[config.mk]
export PLATFORM = sky130hd
export DESIGN_NAME = bracket_identifier_lexer
export DESIGN_NICKNAME = d
export VERILOG_FILES = /design/src/hdl/bil_pkg.sv /design/src/hdl/bracket_identifier_lexer.sv
export SDC_FILE = /design/constraint.sdc
export NUM_CORES = 1
export LEC_CHECK = 0
export BUFFER_PORTS_ARGS = -buffer_cell sky130_fd_sc_hd__buf_2
export CAP_MARGIN = 15
export CORE_UTILIZATION = 52
export CTS_BUF_LIST = sky130_fd_sc_hd__clkbuf_8 sky130_fd_sc_hd__clkbuf_16
export CTS_CLUSTER_DIAMETER = 200
export DETAILED_ROUTE_END_ITERATION = 10
export HOLD_SLACK_MARGIN = 0.08
export PLACE_DENSITY = 0.68
export SKIP_LAST_GASP = 1
export SLEW_MARGIN = 15
export SYNTH_ARGS = -nofsm -noshare
export SYNTH_HDL_FRONTEND = slang
export SYNTH_SLANG_ARGS = --single-unit
[constraint.sdc]
create_clock -name clk -period 6.26 [get_ports clk]
set_input_delay 0.626 -clock clk [delete_from_list [all_inputs] [get_ports clk]]
set_output_delay 0.626 -clock clk [all_outputs]
set_load 0.005 [all_outputs]
[src/hdl/bil_pkg.sv]
// Shared types, character codes and byte classifiers for the bracket/identifier lexer.
`default_nettype none

package bil_pkg;

	// token kinds carried on the output tuser
	localparam logic [2:0] KIND_LPAREN = 3'd0;
	localparam logic [2:0] KIND_RPAREN = 3'd1;
	localparam logic [2:0] KIND_LCURLY = 3'd2;
	localparam logic [2:0] KIND_RCURLY = 3'd3;
	localparam logic [2:0] KIND_FN     = 3'd4;
	localparam logic [2:0] KIND_IDENT  = 3'd5;
	localparam logic [2:0] KIND_END    = 3'd6;
	localparam logic [2:0] KIND_ERROR  = 3'd7;

	// keyword tracker codes
	localparam logic [1:0] KW_NONE = 2'd0;
	localparam logic [1:0] KW_F    = 2'd1;
	localparam logic [1:0] KW_FN   = 2'd2;

	// character codes
	localparam logic [7:0] CH_NUL    = 8'h00;
	localparam logic [7:0] CH_TAB    = 8'h09;
	localparam logic [7:0] CH_NL     = 8'h0A;
	localparam logic [7:0] CH_SPACE  = 8'h20;
	localparam logic [7:0] CH_LPAREN = 8'h28;
	localparam logic [7:0] CH_RPAREN = 8'h29;
	localparam logic [7:0] CH_LCURLY = 8'h7B;
	localparam logic [7:0] CH_RCURLY = 8'h7D;
	localparam logic [7:0] CH_UNDER  = 8'h5F;
	localparam logic [7:0] CH_LOW_F  = 8'h66;
	localparam logic [7:0] CH_LOW_N  = 8'h6E;

	// output token queue
	localparam int unsigned QUEUE_DEPTH = 4;
	localparam int unsigned QPTR_BITS   = 2;
	localparam int unsigned QCNT_BITS   = 3;

	localparam int unsigned FIELD_BITS = 16;

	typedef struct packed {
		logic [2:0]            kind;
		logic [FIELD_BITS-1:0] start_index;
		logic [FIELD_BITS-1:0] end_index;
		logic [FIELD_BITS-1:0] line_number;
		logic [FIELD_BITS-1:0] start_column;
		logic [FIELD_BITS-1:0] end_column;
		logic                  last_of_run;
	} token_t;

	// letter or underscore
	function automatic logic letter_like(input logic [7:0] b);
		return ((b >= 8'h61) && (b <= 8'h7A)) || ((b >= 8'h41) && (b <= 8'h5A)) ||
			(b == CH_UNDER);
	endfunction

	// letter, underscore or digit
	function automatic logic word_char(input logic [7:0] b);
		return letter_like(b) || ((b >= 8'h30) && (b <= 8'h39));
	endfunction

endpackage

`default_nettype wire

[src/hdl/bracket_identifier_lexer.sv]
// Top level: byte-stream lexer for brackets, identifiers and the fn keyword.
// A token is registered into the token queue when the byte that completes it is taken.
// Throughput: one byte per cycle while s_tready is high; a byte that yields two tokens
// writes two entries into a four-entry token queue (s_tready drops when fewer than two free).
// Reset (arst_n low, asynchronous): index 0, line 1, column 1, no open word, queue empty.
// A zero byte also returns the position state to those values after its end token.
`default_nettype none

module bracket_identifier_lexer #(
	parameter int unsigned POSITION_BITS = 16
) (
	input  wire logic        clk,
	input  wire logic        arst_n,
	// input beat
	input  wire logic        s_tvalid,
	output logic             s_tready,
	input  wire logic [7:0]  s_tdata,   // [7:0] text_byte
	// output beat
	output logic             m_tvalid,
	input  wire logic        m_tready,
	output logic [79:0]      m_tdata,   // [15:0] start_index, [31:16] end_index,
	                                    // [47:32] line_number, [63:48] start_column,
	                                    // [79:64] end_column
	output logic [2:0]       m_tuser,   // [2:0] token_kind
	output logic             m_tlast    // last_of_run
);

	localparam logic [POSITION_BITS-1:0] CNT_MAX = {POSITION_BITS{1'b1}};
	localparam logic [POSITION_BITS-1:0] CNT_ONE = {{(POSITION_BITS-1){1'b0}}, 1'b1};

	// lexer state
	logic [POSITION_BITS-1:0] pos_q;
	logic [POSITION_BITS-1:0] line_q;
	logic [POSITION_BITS-1:0] col_q;
	logic                     in_word_q;
	logic [POSITION_BITS-1:0] wstart_pos_q;
	logic [POSITION_BITS-1:0] wstart_col_q;
	logic [1:0]               kw_q;

	// token queue
	bil_pkg::token_t                      queue_q [bil_pkg::QUEUE_DEPTH];
	logic [bil_pkg::QPTR_BITS-1:0]        head_q;
	logic [bil_pkg::QPTR_BITS-1:0]        tail_q;
	logic [bil_pkg::QCNT_BITS-1:0]        count_q;

	// next-state and token logic
	logic                     accept;
	logic                     pop;
	logic [7:0]               b;
	logic [POSITION_BITS-1:0] pos_inc;
	logic [POSITION_BITS-1:0] col_inc;
	logic [POSITION_BITS-1:0] line_inc;
	logic [POSITION_BITS-1:0] pos_d;
	logic [POSITION_BITS-1:0] line_d;
	logic [POSITION_BITS-1:0] col_d;
	logic                     in_word_d;
	logic [POSITION_BITS-1:0] wstart_pos_d;
	logic [POSITION_BITS-1:0] wstart_col_d;
	logic [1:0]               kw_d;
	logic [POSITION_BITS-1:0] word_end_pos;
	logic [POSITION_BITS-1:0] word_end_col;
	logic                     word_tok;
	logic                     other_tok;
	logic [2:0]               other_kind;
	bil_pkg::token_t          tok_word;
	bil_pkg::token_t          tok_other;
	bil_pkg::token_t          tok_first;
	logic [bil_pkg::QCNT_BITS-1:0] push_n;

	assign accept   = s_tvalid && s_tready;
	assign pop      = m_tvalid && m_tready;
	assign b        = s_tdata;
	assign s_tready = (count_q <= bil_pkg::QCNT_BITS'(bil_pkg::QUEUE_DEPTH - 2));

	// saturating increments
	assign pos_inc  = (pos_q == CNT_MAX) ? CNT_MAX : pos_q + CNT_ONE;
	assign col_inc  = (col_q == CNT_MAX) ? CNT_MAX : col_q + CNT_ONE;
	assign line_inc = (line_q == CNT_MAX) ? CNT_MAX : line_q + CNT_ONE;

	// word end, never before its start
	assign word_end_pos = (pos_q > wstart_pos_q) ? pos_q - CNT_ONE : wstart_pos_q;
	assign word_end_col = (col_q > wstart_col_q) ? col_q - CNT_ONE : wstart_col_q;

	// classify the byte and work out state and tokens
	always_comb begin
		pos_d        = pos_q;
		line_d       = line_q;
		col_d        = col_q;
		in_word_d    = in_word_q;
		wstart_pos_d = wstart_pos_q;
		wstart_col_d = wstart_col_q;
		kw_d         = kw_q;
		word_tok     = 1'b0;
		other_tok    = 1'b0;
		other_kind   = bil_pkg::KIND_ERROR;

		if (in_word_q && bil_pkg::word_char(b)) begin
			// word continues
			kw_d  = ((kw_q == bil_pkg::KW_F) && (b == bil_pkg::CH_LOW_N)) ?
				bil_pkg::KW_FN : bil_pkg::KW_NONE;
			pos_d = pos_inc;
			col_d = col_inc;
		end else begin
			word_tok  = in_word_q;
			in_word_d = 1'b0;
			kw_d      = bil_pkg::KW_NONE;
			if (b == bil_pkg::CH_NUL) begin
				other_tok    = 1'b1;
				other_kind   = bil_pkg::KIND_END;
				pos_d        = '0;
				line_d       = CNT_ONE;
				col_d        = CNT_ONE;
				wstart_pos_d = '0;
				wstart_col_d = CNT_ONE;
			end else if (b == bil_pkg::CH_NL) begin
				line_d = line_inc;
				pos_d  = pos_inc;
				col_d  = CNT_ONE;
			end else if ((b == bil_pkg::CH_SPACE) || (b == bil_pkg::CH_TAB)) begin
				pos_d = pos_inc;
				col_d = col_inc;
			end else if (bil_pkg::letter_like(b)) begin
				in_word_d    = 1'b1;
				wstart_pos_d = pos_q;
				wstart_col_d = col_q;
				kw_d         = (b == bil_pkg::CH_LOW_F) ? bil_pkg::KW_F : bil_pkg::KW_NONE;
				pos_d        = pos_inc;
				col_d        = col_inc;
			end else begin
				other_tok = 1'b1;
				case (b)
					bil_pkg::CH_LPAREN: other_kind = bil_pkg::KIND_LPAREN;
					bil_pkg::CH_RPAREN: other_kind = bil_pkg::KIND_RPAREN;
					bil_pkg::CH_LCURLY: other_kind = bil_pkg::KIND_LCURLY;
					bil_pkg::CH_RCURLY: other_kind = bil_pkg::KIND_RCURLY;
					default:            other_kind = bil_pkg::KIND_ERROR;
				endcase
				pos_d = pos_inc;
				col_d = col_inc;
			end
		end
	end

	// token built from the open word
	always_comb begin
		tok_word.kind         = (kw_q == bil_pkg::KW_FN) ? bil_pkg::KIND_FN : bil_pkg::KIND_IDENT;
		tok_word.start_index  = bil_pkg::FIELD_BITS'(wstart_pos_q);
		tok_word.end_index    = bil_pkg::FIELD_BITS'(word_end_pos);
		tok_word.line_number  = bil_pkg::FIELD_BITS'(line_q);
		tok_word.start_column = bil_pkg::FIELD_BITS'(wstart_col_q);
		tok_word.end_column   = bil_pkg::FIELD_BITS'(word_end_col);
		tok_word.last_of_run  = !other_tok;
	end

	// one-byte token at the current position
	always_comb begin
		tok_other.kind         = other_kind;
		tok_other.start_index  = bil_pkg::FIELD_BITS'(pos_q);
		tok_other.end_index    = bil_pkg::FIELD_BITS'(pos_q);
		tok_other.line_number  = bil_pkg::FIELD_BITS'(line_q);
		tok_other.start_column = bil_pkg::FIELD_BITS'(col_q);
		tok_other.end_column   = bil_pkg::FIELD_BITS'(col_q);
		tok_other.last_of_run  = 1'b1;
	end

	assign tok_first = word_tok ? tok_word : tok_other;
	assign push_n    = accept ? (bil_pkg::QCNT_BITS'(word_tok) + bil_pkg::QCNT_BITS'(other_tok))
		: '0;

	// lexer state registers
	always_ff @(posedge clk or negedge arst_n) begin
		if (!arst_n) begin
			pos_q        <= '0;
			line_q       <= CNT_ONE;
			col_q        <= CNT_ONE;
			in_word_q    <= 1'b0;
			wstart_pos_q <= '0;
			wstart_col_q <= CNT_ONE;
			kw_q         <= bil_pkg::KW_NONE;
		end else if (accept) begin
			pos_q        <= pos_d;
			line_q       <= line_d;
			col_q        <= col_d;
			in_word_q    <= in_word_d;
			wstart_pos_q <= wstart_pos_d;
			wstart_col_q <= wstart_col_d;
			kw_q         <= kw_d;
		end
	end

	// queue payload, up to two writes per beat
	always_ff @(posedge clk) begin
		if (push_n != '0) begin
			queue_q[tail_q] <= tok_first;
		end
		if (push_n == bil_pkg::QCNT_BITS'(2)) begin
			queue_q[tail_q + bil_pkg::QPTR_BITS'(1)] <= tok_other;
		end
	end

	// queue pointers and fill count
	always_ff @(posedge clk or negedge arst_n) begin
		if (!arst_n) begin
			head_q  <= '0;
			tail_q  <= '0;
			count_q <= '0;
		end else begin
			tail_q  <= tail_q + bil_pkg::QPTR_BITS'(push_n);
			if (pop) begin
				head_q <= head_q + bil_pkg::QPTR_BITS'(1);
			end
			count_q <= count_q + push_n - bil_pkg::QCNT_BITS'(pop);
		end
	end

	// output beat
	assign m_tvalid = (count_q != '0);
	assign m_tuser  = queue_q[head_q].kind;
	assign m_tlast  = queue_q[head_q].last_of_run;
	assign m_tdata  = {queue_q[head_q].end_column, queue_q[head_q].start_column,
		queue_q[head_q].line_number, queue_q[head_q].end_index,
		queue_q[head_q].start_index};

`ifndef SYNTHESIS
	// queue never overfills
	a_queue_bound: assert property (@(posedge clk) disable iff (!arst_n)
		count_q <= bil_pkg::QCNT_BITS'(bil_pkg::QUEUE_DEPTH))
		else $error("token queue overfilled");

	// end of text returns the position state to reset values
	a_nul_resets: assert property (@(posedge clk) disable iff (!arst_n)
		(accept && (s_tdata == bil_pkg::CH_NUL)) |=>
		(pos_q == '0) && (line_q == CNT_ONE) && (col_q == CNT_ONE) && !in_word_q)
		else $error("zero byte did not restart the text");

	// line and column count from one
	a_counts_nonzero: assert property (@(posedge clk) disable iff (!arst_n)
		(line_q != '0) && (col_q != '0))
		else $error("line or column reached zero");

	// a byte that continues a word adds nothing to the queue
	a_word_quiet: assert property (@(posedge clk) disable iff (!arst_n)
		(accept && in_word_q && bil_pkg::word_char(s_tdata)) |-> (push_n == '0))
		else $error("word continuation emitted a token");
`endif

endmodule

`default_nettype wire
==> results of run 1 <==
==> state kept, by name, indices dropped and copies added (netlist names) <==
register      cells
tail_q            2
wstart_col_q     16
col_q            16
kw_q              2
pos_q            16
head_q            2
wstart_pos_q     16
line_q           16
in_word_q         1
queue_q         336
count_q           3
==> cell families after synthesis <==
| family | count (synthesis) | share of synthesized area |
|---|---|---|
| DFF | 426 | 0.565 |
| xor gates and xnor gates | 9 | 0.00362 |
| AOI/OAI and AO/OA | 583 | 0.167 |
| adders and majority gates | 43 | 0.0251 |
| buffers and inverters | 224 | 0.0406 |
| and+or+nand+nor | 471 | 0.105 |
| muxes | 95 | 0.0926 |
==> per-stage QoR <==
stage	hold slack (ns)	util	cells
finish	0.0682	0.593	2454
global route	0.109	0.593	2454
CTS	0.0807	0.592	2453
detailed placement	0.455	0.555	2370
global placement	0.443	0.555	2370
floorplan	0.330	-	1851
==> synthesized netlist by cell type (all sizes together) (43+ instances only) <==
master  count  share of area
a21oi     119          0.028
a22o       73          0.029
and2       43          0.012
buf        45         0.0097
clkbuf    115          0.020
dfrtp      87           0.10
edfxtp    332           0.46
inv        59          0.010
mux4       84          0.087
nand2     193          0.033
nor2       66          0.011
o21ai     223          0.051
o22ai      70          0.020
==> metal layers <==
metal / up-vias / GRT usage / wire length (um)
li1: 7197 / - / -
met1: 8262 / 0.438 / 26100
met2: 1047 / 0.472 / 29500
met3: 134 / 0.0532 / 6780
met4: 0 / 0.118 / 1870
met5: - / 0 / 0
==> worst max-delay path: cells and delay by family <==
family	cells	cell delay (ns)
adder cells (fa/ha/maj)	1	0.45
AND/OR/NAND/NOR	7	2.08
AO/OA/AOI/OAI	2	0.50
buffers and inverters	2	0.62
==> where the power goes <==
part / internal, uW / total, uW / switching, uW / leakage [uW]
registers: 3430 / 3890 / 461 / 0.00429
logic: 1300 / 3240 / 1940 / 0.00343
clock network: 1640 / 2780 / 1130 / 0.000788
total: 6370 / 9910 / 3530 / 0.00851
==> layout make-up <==
| cell class | instances | area (um2) | share of cell area |
|---|---|---|---|
| clock buffer | 48 | 1180 | 0.0485 |
| clock inverter | 35 | 339 | 0.0140 |
| inverter | 64 | 240 | 0.00988 |
| multi-input combinational | 1201 | 8660 | 0.356 |
| sequential | 426 | 12300 | 0.507 |
| tap | 532 | 666 | 0.0274 |
| timing repair buffer | 148 | 908 | 0.0374 |
==> how the worst max path moves through the flow <==
stage	from	endpoint	slack, ns	depth (start not counted)
2_1_floorplan	s_tdata[0]	queue_q[3][10]	0.38	15
3_3_place_gp	s_tdata[1]	queue_q[3][47]	1.86	13
3_5_place_dp	s_tdata[1]	queue_q[3][21]	1.63	12
4_1_cts	s_tdata[1]	queue_q[3][21]	2.24	12
5_1_grt	s_tdata[1]	queue_q[3][21]	1.97	12
6_report	s_tdata[1]	queue_q[3][21]	2.19	12
==> placed cells by master (no fill, tap or decap), types with 9 or more instances in the layout <==
| cell | Yosys | layout |
|---|---|---|
| and3_1 | 16 | 16 |
| nand3_1 | 35 | 35 |
| a21oi_1 | 118 | 118 |
| and2_1 | 43 | 43 |
| inv_1 | 58 | 71 |
| nand2b_1 | 9 | 9 |
| a31oi_1 | 12 | 12 |
| ha_1 | 42 | 42 |
| dfrtp_1 | 87 | 85 |
| buf_2 | 25 | 96 |
| clkinv_1 | 5 | 11 |
| a22o_1 | 73 | 73 |
| o21ai_1 | 66 | 64 |
| o221ai_1 | 17 | 17 |
| nor2_1 | 65 | 65 |
| edfxtp_1 | 332 | 332 |
| or3_1 | 10 | 10 |
| o21ai_0 | 157 | 154 |
| buf_4 | 1 | 49 |
| nand4_1 | 19 | 19 |
| mux4_2 | 84 | 84 |
| o22a_1 | 9 | 9 |
| nor3_1 | 38 | 35 |
| o22ai_1 | 69 | 69 |
| nand2_1 | 192 | 188 |
| clkbuf_16 | 0 | 46 |
==> run_results.csv, run 1 <==
group,metric,value,unit
logic_synthesis,async_reset_ff_frac,0.211,
clock_tree,path_clk_slew,0.06,ns
power,powerDensity,408,nW/um2
logic_synthesis,syn-instance-count,1851,
die,start_util,0.531,
logic_synthesis,synth.distinct_cells,81,
drt,drtPass1Iterations,8,
logic_synthesis,seq_area_frac_synth,0.565,
drt,wl_per_cell,26.2,um
placement,gp_congestion,0.912,
critical_path,crit_path_end_kind,"flip-flop",
die,io_pins,98,
finish,design_area,24300,um2
global_routing,grt_pass1_wl,97600,um
placement,port_buffers,97,
outcome,status,"finished with violations",
timing,rsz0062_at_grt,"no",
clock_tree,cts_sinks,426,
clock_tree,holdBufCountCts,0,
logic_synthesis,ys.flop_type,"edfxtp_1",
drt,vias,16640,
critical_path,cp.arrival,4.31,ns
die,row_count,74,
die,core_area,41000,um2
power,p_leak,0.00851,uW
timing,setup_slack,2.19,ns
critical_path,cp_max_fo,25,
critical_path,critPathMaxStageDelay,0.57,ns
timing,fmax,246,MHz
critical_path,cp.required,6.50,ns
run,maxCapViolCount,0,
drt,via_per_inst,6.78,
critical_path,r2r_cells,8,
placement,place_worst_setup_slack,1.63,ns
clock_tree,cts_tree,"built",
critical_path,cpMostUsedCell,"nor2_1",
finish,antennaDiodeCount,0,
critical_path,slowest_stage,"nand2_4",
logic_synthesis,synth-edff-count,332,
clock_tree,cts_resized,0,
die,die_height,207,um
logic_synthesis,syn_area_per_cell,11.8,um2
critical_path,r2r_start,"pos_q[5]",
timing,setup_viol,0,
finish,fill_cells,3294,
finish,final_nets,1941,
die,die_area,42700,um2
worst_hold_path,hold_class,"primary input to asynchronous set/reset pin",
critical_path,crit_type,"primary input to flip-flop",
timing,drv_slew,0,
logic_synthesis,syn_area,21800,um2
power,report.power.total,9910,uW
global_routing,grt.overflow.total,0,
timing,tightest_slew,1.22,ns
clock_tree,cts.path.max_buffers,3,
timing,fin_crit_sh,0.650,
global_routing,grt_usage,0.307,
global_routing,grt_antenna_before_repair,0,
global_routing,grt_start_max_net_pins,59,
finish,drive_gt1_frac,0.183,
placement,dpl.hpwl,39600,um
outcome,violations,"design-rule violations",
clock_tree,cts.htree.levels,2,
logic_synthesis,syn_nets,1906,
clock_tree,clock_latency,0.58,ns
power,vdd_drop_max,0.000652,V
logic_synthesis,synth.ff_latch_count,426,
drt,wl,64300,um
timing,fin_skew,0.0109,ns
die,die_w,207,um
drt,drt-initial-drc-count,1937,
timing,fin_tns_setup,0,ns
clock_tree,root_buffer,"clkbuf_16",
timing,period_needed,4.07,ns
critical_path,rrSetupSlack,2.64,ns
placement,dpl_cell_area,22800,um2
timing,hold_viol_final,0,
critical_path,regToRegEndpoint,"queue_q[2][60]",
logic_synthesis,yosysWarnings,0,
timing,slew_headroom,0.185,
clock_tree,cts_setup_buffers,0,
drt,ant_nets,0,
drt,drc,1,
critical_path,crit_chain,"buf_2 > or2_2 > nor2_1 > o31ai_1 > nand3_1 > o211a_1 > ha_1 > nor2_1 > nor2_1 > nand3_1 > nand2_4 > buf_4",
clock_tree,cts_inserted_buffers,45,
global_routing,first_global_vias,16125,
finish,area_growth,11.7,%
critical_path,cp-start-kind,"primary input",
Note: power is estimated with default switching activity, not from simulation.
==> run 2: changes to the inputs <==
--- a/config.mk
+++ b/config.mk
@@ -12,7 +12,7 @@
 export CTS_CLUSTER_DIAMETER = 200
 export DETAILED_ROUTE_END_ITERATION = 10
 export HOLD_SLACK_MARGIN = 0.08
-export PLACE_DENSITY = 0.68
+export PLACE_DENSITY = 0.71
 export SKIP_LAST_GASP = 1
 export SLEW_MARGIN = 15
 export SYNTH_ARGS = -nofsm -noshare
==> constraint.sdc (replaced) <==
create_clock -name clk -period 3.31 [get_ports clk]
set_input_delay 0.331 -clock clk [delete_from_list [all_inputs] [get_ports clk]]
set_output_delay 0.331 -clock clk [all_outputs]
set_load 0.005 [all_outputs]
==> run_results.csv, run 2 (synthesis results as in run 1) <==
group,metric,value,unit
critical_path,slowest_stage,"dfrtp_1",
power,powerDensity,756,nW/um2
critical_path,r2r_cells,10,
global_routing,grt.overflow.total,0,
finish,instances_no_fill,2534,
drt,routed.top_layer,"met5",
clock_tree,path_clk_slew,0.06,ns
outcome,violations,"design-rule violations",
critical_path,critPathMaxStageDelay,0.40,ns
critical_path,crit_chain,"inv_1 > ha_1 > a21oi_1 > o21ai_0 > a221oi_1 > a31o_2 > buf_4 > mux2i_1 > a22o_1 > o22ai_1",
critical_path,cp.arrival,3.50,ns
die,row_count,74,
power,vdd_drop_max,0.000554,V
worst_hold_path,worstHoldEndpoint,"head_q[0]",
worst_hold_path,whs_path_depth,3,
drt,met3WireLength,7440,um
worst_hold_path,hold_class,"primary input to flip-flop",
drt,vias,16935,
die,die_height,207,um
global_routing,first_global_vias,16472,
drt,via_per_inst,6.68,
clock_tree,cts.path.max_buffers,3,
drt,dr_wl_met2,28400,um
placement,dpl.hpwl,41300,um
critical_path,path_buf_inv,2,
drt,drtPass1Iterations,8,
timing,tightest_slew,1.04,ns
clock_tree,cts_sinks,426,
drt,wl,63100,um
drt,drc,8,
timing,rsz0062_at_grt,"no",
timing,fmax,313,MHz
placement,port_buffers,97,
drt,wl_met1,25200,um
outcome,status,"finished with violations",
die,die_area,42700,um2
run,maxCapViolCount,0,
critical_path,cp-start-kind,"flip-flop",
drt,drt-initial-drc-count,2066,
timing,hold_ws,0.128,ns
timing,period_needed,3.19,ns
critical_path,cp.required,3.61,ns
clock_tree,cts.htree.levels,2,
finish,design_area,25200,um2
placement,place_worst_setup_slack,0.0227,ns
finish,drive_gt1_frac,0.216,
timing,hold_viol_final,0,
die,core_area,41000,um2
timing,fin_crit_sh,0.965,
timing,fin_skew,0.0231,ns
timing,drv_slew,0,
timing,setup_viol,0,
power,p_leak,0.00896,uW
drt,wl_per_cell,24.9,um
timing,slew_headroom,0.307,
global_routing,grt_usage,0.302,
finish,area_growth,15.6,%
finish,mostFrequentLayoutCells,"edfxtp_1, nand2_1, o21ai_0",
finish,largest_register_ffs,336,
die,io_pins,98,
critical_path,critical-path-top-delay-family,"compound AO/OA/AOI/OAI gates",
clock_tree,clock_latency,0.59,ns
critical_path,crit_path_end_kind,"flip-flop",
clock_tree,cts_inserted_buffers,46,
critical_path,r2r_start,"wstart_pos_q[5]",
global_routing,grt_pass1_wl,96500,um
timing,setup_slack,0.116,ns
clock_tree,root_buffer,"clkbuf_16",
die,die_w,207,um
finish,antennaDiodeCount,0,
finish,final_common_cell,"edfxtp_1",
placement,dp_cells,2447,
finish,largest-register,"queue_q",
critical_path,cp_max_fo,16,
global_routing,grt_antenna_before_repair,1,
finish,final_nets,2020,
global_routing,grt_start_max_net_pins,72,
placement,dpl_cell_area,23600,um2
die,start_util,0.531,
drt,ant_nets,0,
critical_path,regToRegEndpoint,"queue_q[2][53]",
placement,gp_congestion,0.973,
worst_hold_path,min_from,"m_tready",
critical_path,crit_type,"flip-flop to flip-flop",
critical_path,rrSetupSlack,0.12,ns
clock_tree,cts_tree,"built",
-- run 2: stage by stage --
stage / TNS [ns] / total power (uW) / util
after floorplan: -0.160 / 11100 / -
after global placement: 0 / 13800 / 0.576
after detailed placement: 0 / 13900 / 0.576
after CTS: 0 / 18900 / 0.613
after global routing: 0 / 19800 / 0.614
final: 0 / 19000 / 0.614
-- run 2: metal layers --
metal | up-vias | GRT usage
li1 | 7335 | -
met1 | 8264 | 0.436
met2 | 1167 | 0.455
met3 | 167 | 0.0650
met4 | 2 | 0.104
met5 | - | 0
-- run 2: area by class of cell --
class	count	area [um2]
multi-input cells	1201	8700
inverters	64	240
repair buffers	226	1790
flip-flops and latches	426	12300
clock buffers	49	1200
clock inverters	36	260
well taps	532	666
fillers	3207	15800
-- run 2: what timing repair did --
item,in CTS,in global routing
endpoints found under the hold margin,69,0
endpoints found under the setup margin,0,35
resized for setup,0,9
hold buffers,2,0
buffers inserted,0,0
-- run 2: where the power goes --
| part | internal, uW | switching, uW | leakage (uW) | total [uW] |
|---|---|---|---|---|
| Sequential | 6490 | 495 | 0.00429 | 6980 |
| Combinational | 2890 | 4130 | 0.00392 | 7020 |
| Clock | 2860 | 2150 | 0.000755 | 5010 |
| Total | 12200 | 6780 | 0.00896 | 19000 |
-- run 2: worst max-delay path by stage --
| stage | end | cells after the start | start | slack [ns] |
|---|---|---|---|---|
| after floorplan | queue_q[3][33] | 16 | s_tdata[0] | -0.02 |
| after global placement | count_q[2] | 11 | s_tdata[4] | 0.16 |
| after detailed placement | queue_q[3][80] | 14 | s_tdata[2] | 0.02 |
| after CTS | queue_q[3][62] | 14 | s_tdata[3] | 0.11 |
| after global routing | count_q[2] | 15 | s_tdata[3] | 0.003 |
| final | queue_q[2][53] | 10 | wstart_pos_q[5] | 0.12 |
-- run 2: worst reg2reg max path, delay by kind of cell, from the launching register on --
family | cells | cell delay [ns]
buffers and inverters | 2 | 0.51
muxes | 1 | 0.21
AOI/OAI and AO/OA | 6 | 1.48
DFF | 1 | 0.40
adders and majority gates | 1 | 0.30
==> run 3: changes to the inputs <==
--- a/config.mk
+++ b/config.mk
@@ -13,6 +13,7 @@
 export DETAILED_ROUTE_END_ITERATION = 10
 export HOLD_SLACK_MARGIN = 0.08
 export PLACE_DENSITY = 0.71
+export SETUP_SLACK_MARGIN = 0.4
 export SKIP_LAST_GASP = 1
 export SLEW_MARGIN = 15
 export SYNTH_ARGS = -nofsm -noshare
==> run_results.csv, run 3 (synthesis results as in run 1) <==
group,metric,value,unit
power,p_leak,0.00914,uW
worst_hold_path,min_from,"s_tdata[7]",
clock_tree,cts_inserted_buffers,45,
critical_path,cpMostUsedCell,"or3_4",
drt,wl_per_cell,25.7,um
critical_path,regToRegEndpoint,"queue_q[1][12]",
drt,vias,17108,
clock_tree,cts_sinks,426,
critical_path,cp.required,3.63,ns
drt,wl,65800,um
worst_hold_path,whs_path_depth,4,
placement,gp_congestion,0.969,
global_routing,grt_antenna_before_repair,1,
worst_hold_path,hold_class,"primary input to flip-flop",
run,maxCapViolCount,0,
die,core_area,41000,um2
finish,drive_gt1_frac,0.247,
timing,setup_viol,0,
placement,dpl_cell_area,23700,um2
timing,hold_viol_final,0,
clock_tree,path_clk_slew,0.06,ns
global_routing,grt.overflow.total,0,
finish,area_growth,17.7,%
clock_tree,clock_latency,0.58,ns
die,row_count,74,
critical_path,critPathMaxStageDelay,0.42,ns
die,start_util,0.531,
critical_path,slowest_stage,"or3_4",
die,io_pins,98,
timing,fmax,343,MHz
drt,via_per_inst,6.69,
finish,largest-register,"queue_q",
clock_tree,cts.htree.levels,2,
timing,rsz0062_at_grt,"yes",
die,die_height,207,um
finish,multiInputGateArea,8930,um2
die,die_area,42700,um2
timing,slew_headroom,0.401,
global_routing,grt_pass1_wl,99800,um
finish,largest_register_ffs,336,
finish,mostFrequentLayoutCells,"edfxtp_1, nand2_1, o21ai_0",
critical_path,crit_type,"flip-flop to flip-flop",
global_routing,grt_usage,0.313,
critical_path,crit_chain,"inv_2 > ha_1 > nand4_1 > or3_4 > or3_4 > o31a_2 > mux2_4 > a32oi_2 > o21ai_1",
finish,design_area,25600,um2
critical_path,rrSetupSlack,0.39,ns
outcome,violations,"design-rule violations",
placement,port_buffers,97,
finish,final_nets,2046,
finish,fill_cells,3143,
critical_path,r2r_start,"wstart_col_q[13]",
timing,fin_skew,0.0148,ns
finish,antennaDiodeCount,0,
clock_tree,cts.path.max_buffers,3,
power,powerDensity,780,nW/um2
critical_path,crit_path_end_kind,"flip-flop",
global_routing,grt_start_max_net_pins,58,
drt,drc,7,
timing,fin_crit_sh,0.882,
timing,drv_slew,0,
clock_tree,root_buffer,"clkbuf_16",
timing,period_needed,2.92,ns
global_routing,first_global_vias,16755,
critical_path,r2r_cells,9,
finish,final-seq-area,12300,um2
finish,final_common_cell,"edfxtp_1",
critical_path,cp.arrival,3.24,ns
power,vdd_drop_max,0.000480,V
drt,ant_nets,0,
timing,tightest_slew,0.898,ns
timing,fin_tns_setup,0,ns
worst_hold_path,worstHoldEndpoint,"in_word_q",
die,die_w,207,um
drt,drt-initial-drc-count,1979,
clock_tree,cts_tree,"built",
placement,dpl.hpwl,42300,um
outcome,status,"finished with violations",
critical_path,cp-start-kind,"flip-flop",
drt,drtPass1Iterations,9,
critical_path,cp_max_fo,9,
run 3: changes by cell type in the layout (fill, tap and decap cells not counted), sizes merged:
| cell | before | now |
|---|---|---|
| a31o | 4 | 5 |
| buf | 224 | 251 |
| bufinv | 3 | 7 |
| clkbuf | 49 | 50 |
| clkinv | 20 | 21 |
| clkinvlp | 4 | 2 |
| dlygate4sd3 | 2 | 1 |
| inv | 73 | 65 |
run 3: through the flow:
step / total power [uW] / utilization / hold slack, ns / setup WS [ns] / std cells
after floorplan: 11200 / - / 0.0354 / 0.316 / 1851
after global placement: 13900 / 0.578 / 0.441 / 0.0866 / 2459
after detailed placement: 14000 / 0.578 / 0.454 / 0.0360 / 2459
after CTS: 19500 / 0.619 / 0.127 / 0.391 / 2552
after global routing: 20700 / 0.624 / 0.193 / 0.309 / 2557
final: 20000 / 0.624 / 0.158 / 0.391 / 2557
run 3: worst max-delay path by stage:
| stage | from | endpoint | slack (ns) | cells past startpoint |
|---|---|---|---|---|
| 3_5_place_dp | s_tdata[2] | queue_q[2][51] | 0.04 | 14 |
| 6_report | wstart_col_q[13] | queue_q[1][12] | 0.39 | 9 |
| 3_3_place_gp | wstart_col_q[13] | queue_q[1][12] | 0.09 | 9 |
| 5_1_grt | wstart_col_q[13] | queue_q[2][13] | 0.31 | 9 |
| 2_1_floorplan | s_tdata[0] | queue_q[3][33] | 0.32 | 16 |
| 4_1_cts | wstart_col_q[3] | queue_q[0][3] | 0.39 | 10 |
run 3: critical path: cells and delay by family, from the launching register on:
family | cells | cell delay [ns]
compound gates | 3 | 0.59
fa+ha+maj | 1 | 0.31
flops | 1 | 0.36
simple gates | 3 | 0.95
buf+inv | 1 | 0.11
mux | 1 | 0.34
run 3: per-layer routing:
layer,share of wire,wire length (um),global-route usage,vias up
li1,-,-,-,7395
met1,0.40,26400,0.443,8449
met2,0.46,30100,0.478,1117
met3,0.11,7430,0.0675,145
met4,0.029,1880,0.113,2
met5,0.00012,8,0,-
run 3: area by class of cell:
cell class | count | area share
inverter | 64 | 0.00953
sequential | 426 | 0.481
tap | 532 | 0.0260
timing repair buffer | 252 | 0.0756
multi-input combinational | 1202 | 0.349
clock buffer | 50 | 0.0467
clock inverter | 31 | 0.0126
run 3: power by group:
| group | total (uW) | switching (uW) | internal, uW |
|---|---|---|---|
| registers | 6970 | 477 | 6490 |
| clock network | 5260 | 2140 | 3130 |
| logic | 7750 | 4520 | 3220 |
run 3: repair_timing:
action                                 in CTS  in global routing
pin swaps                                   7                  8
endpoints found under the hold margin      55                  0
gates cloned                                2                  1
setup endpoints to repair                  91                140
resized for setup                          17                 31
buffers inserted                            9                  4
hold buffers                                1                  0
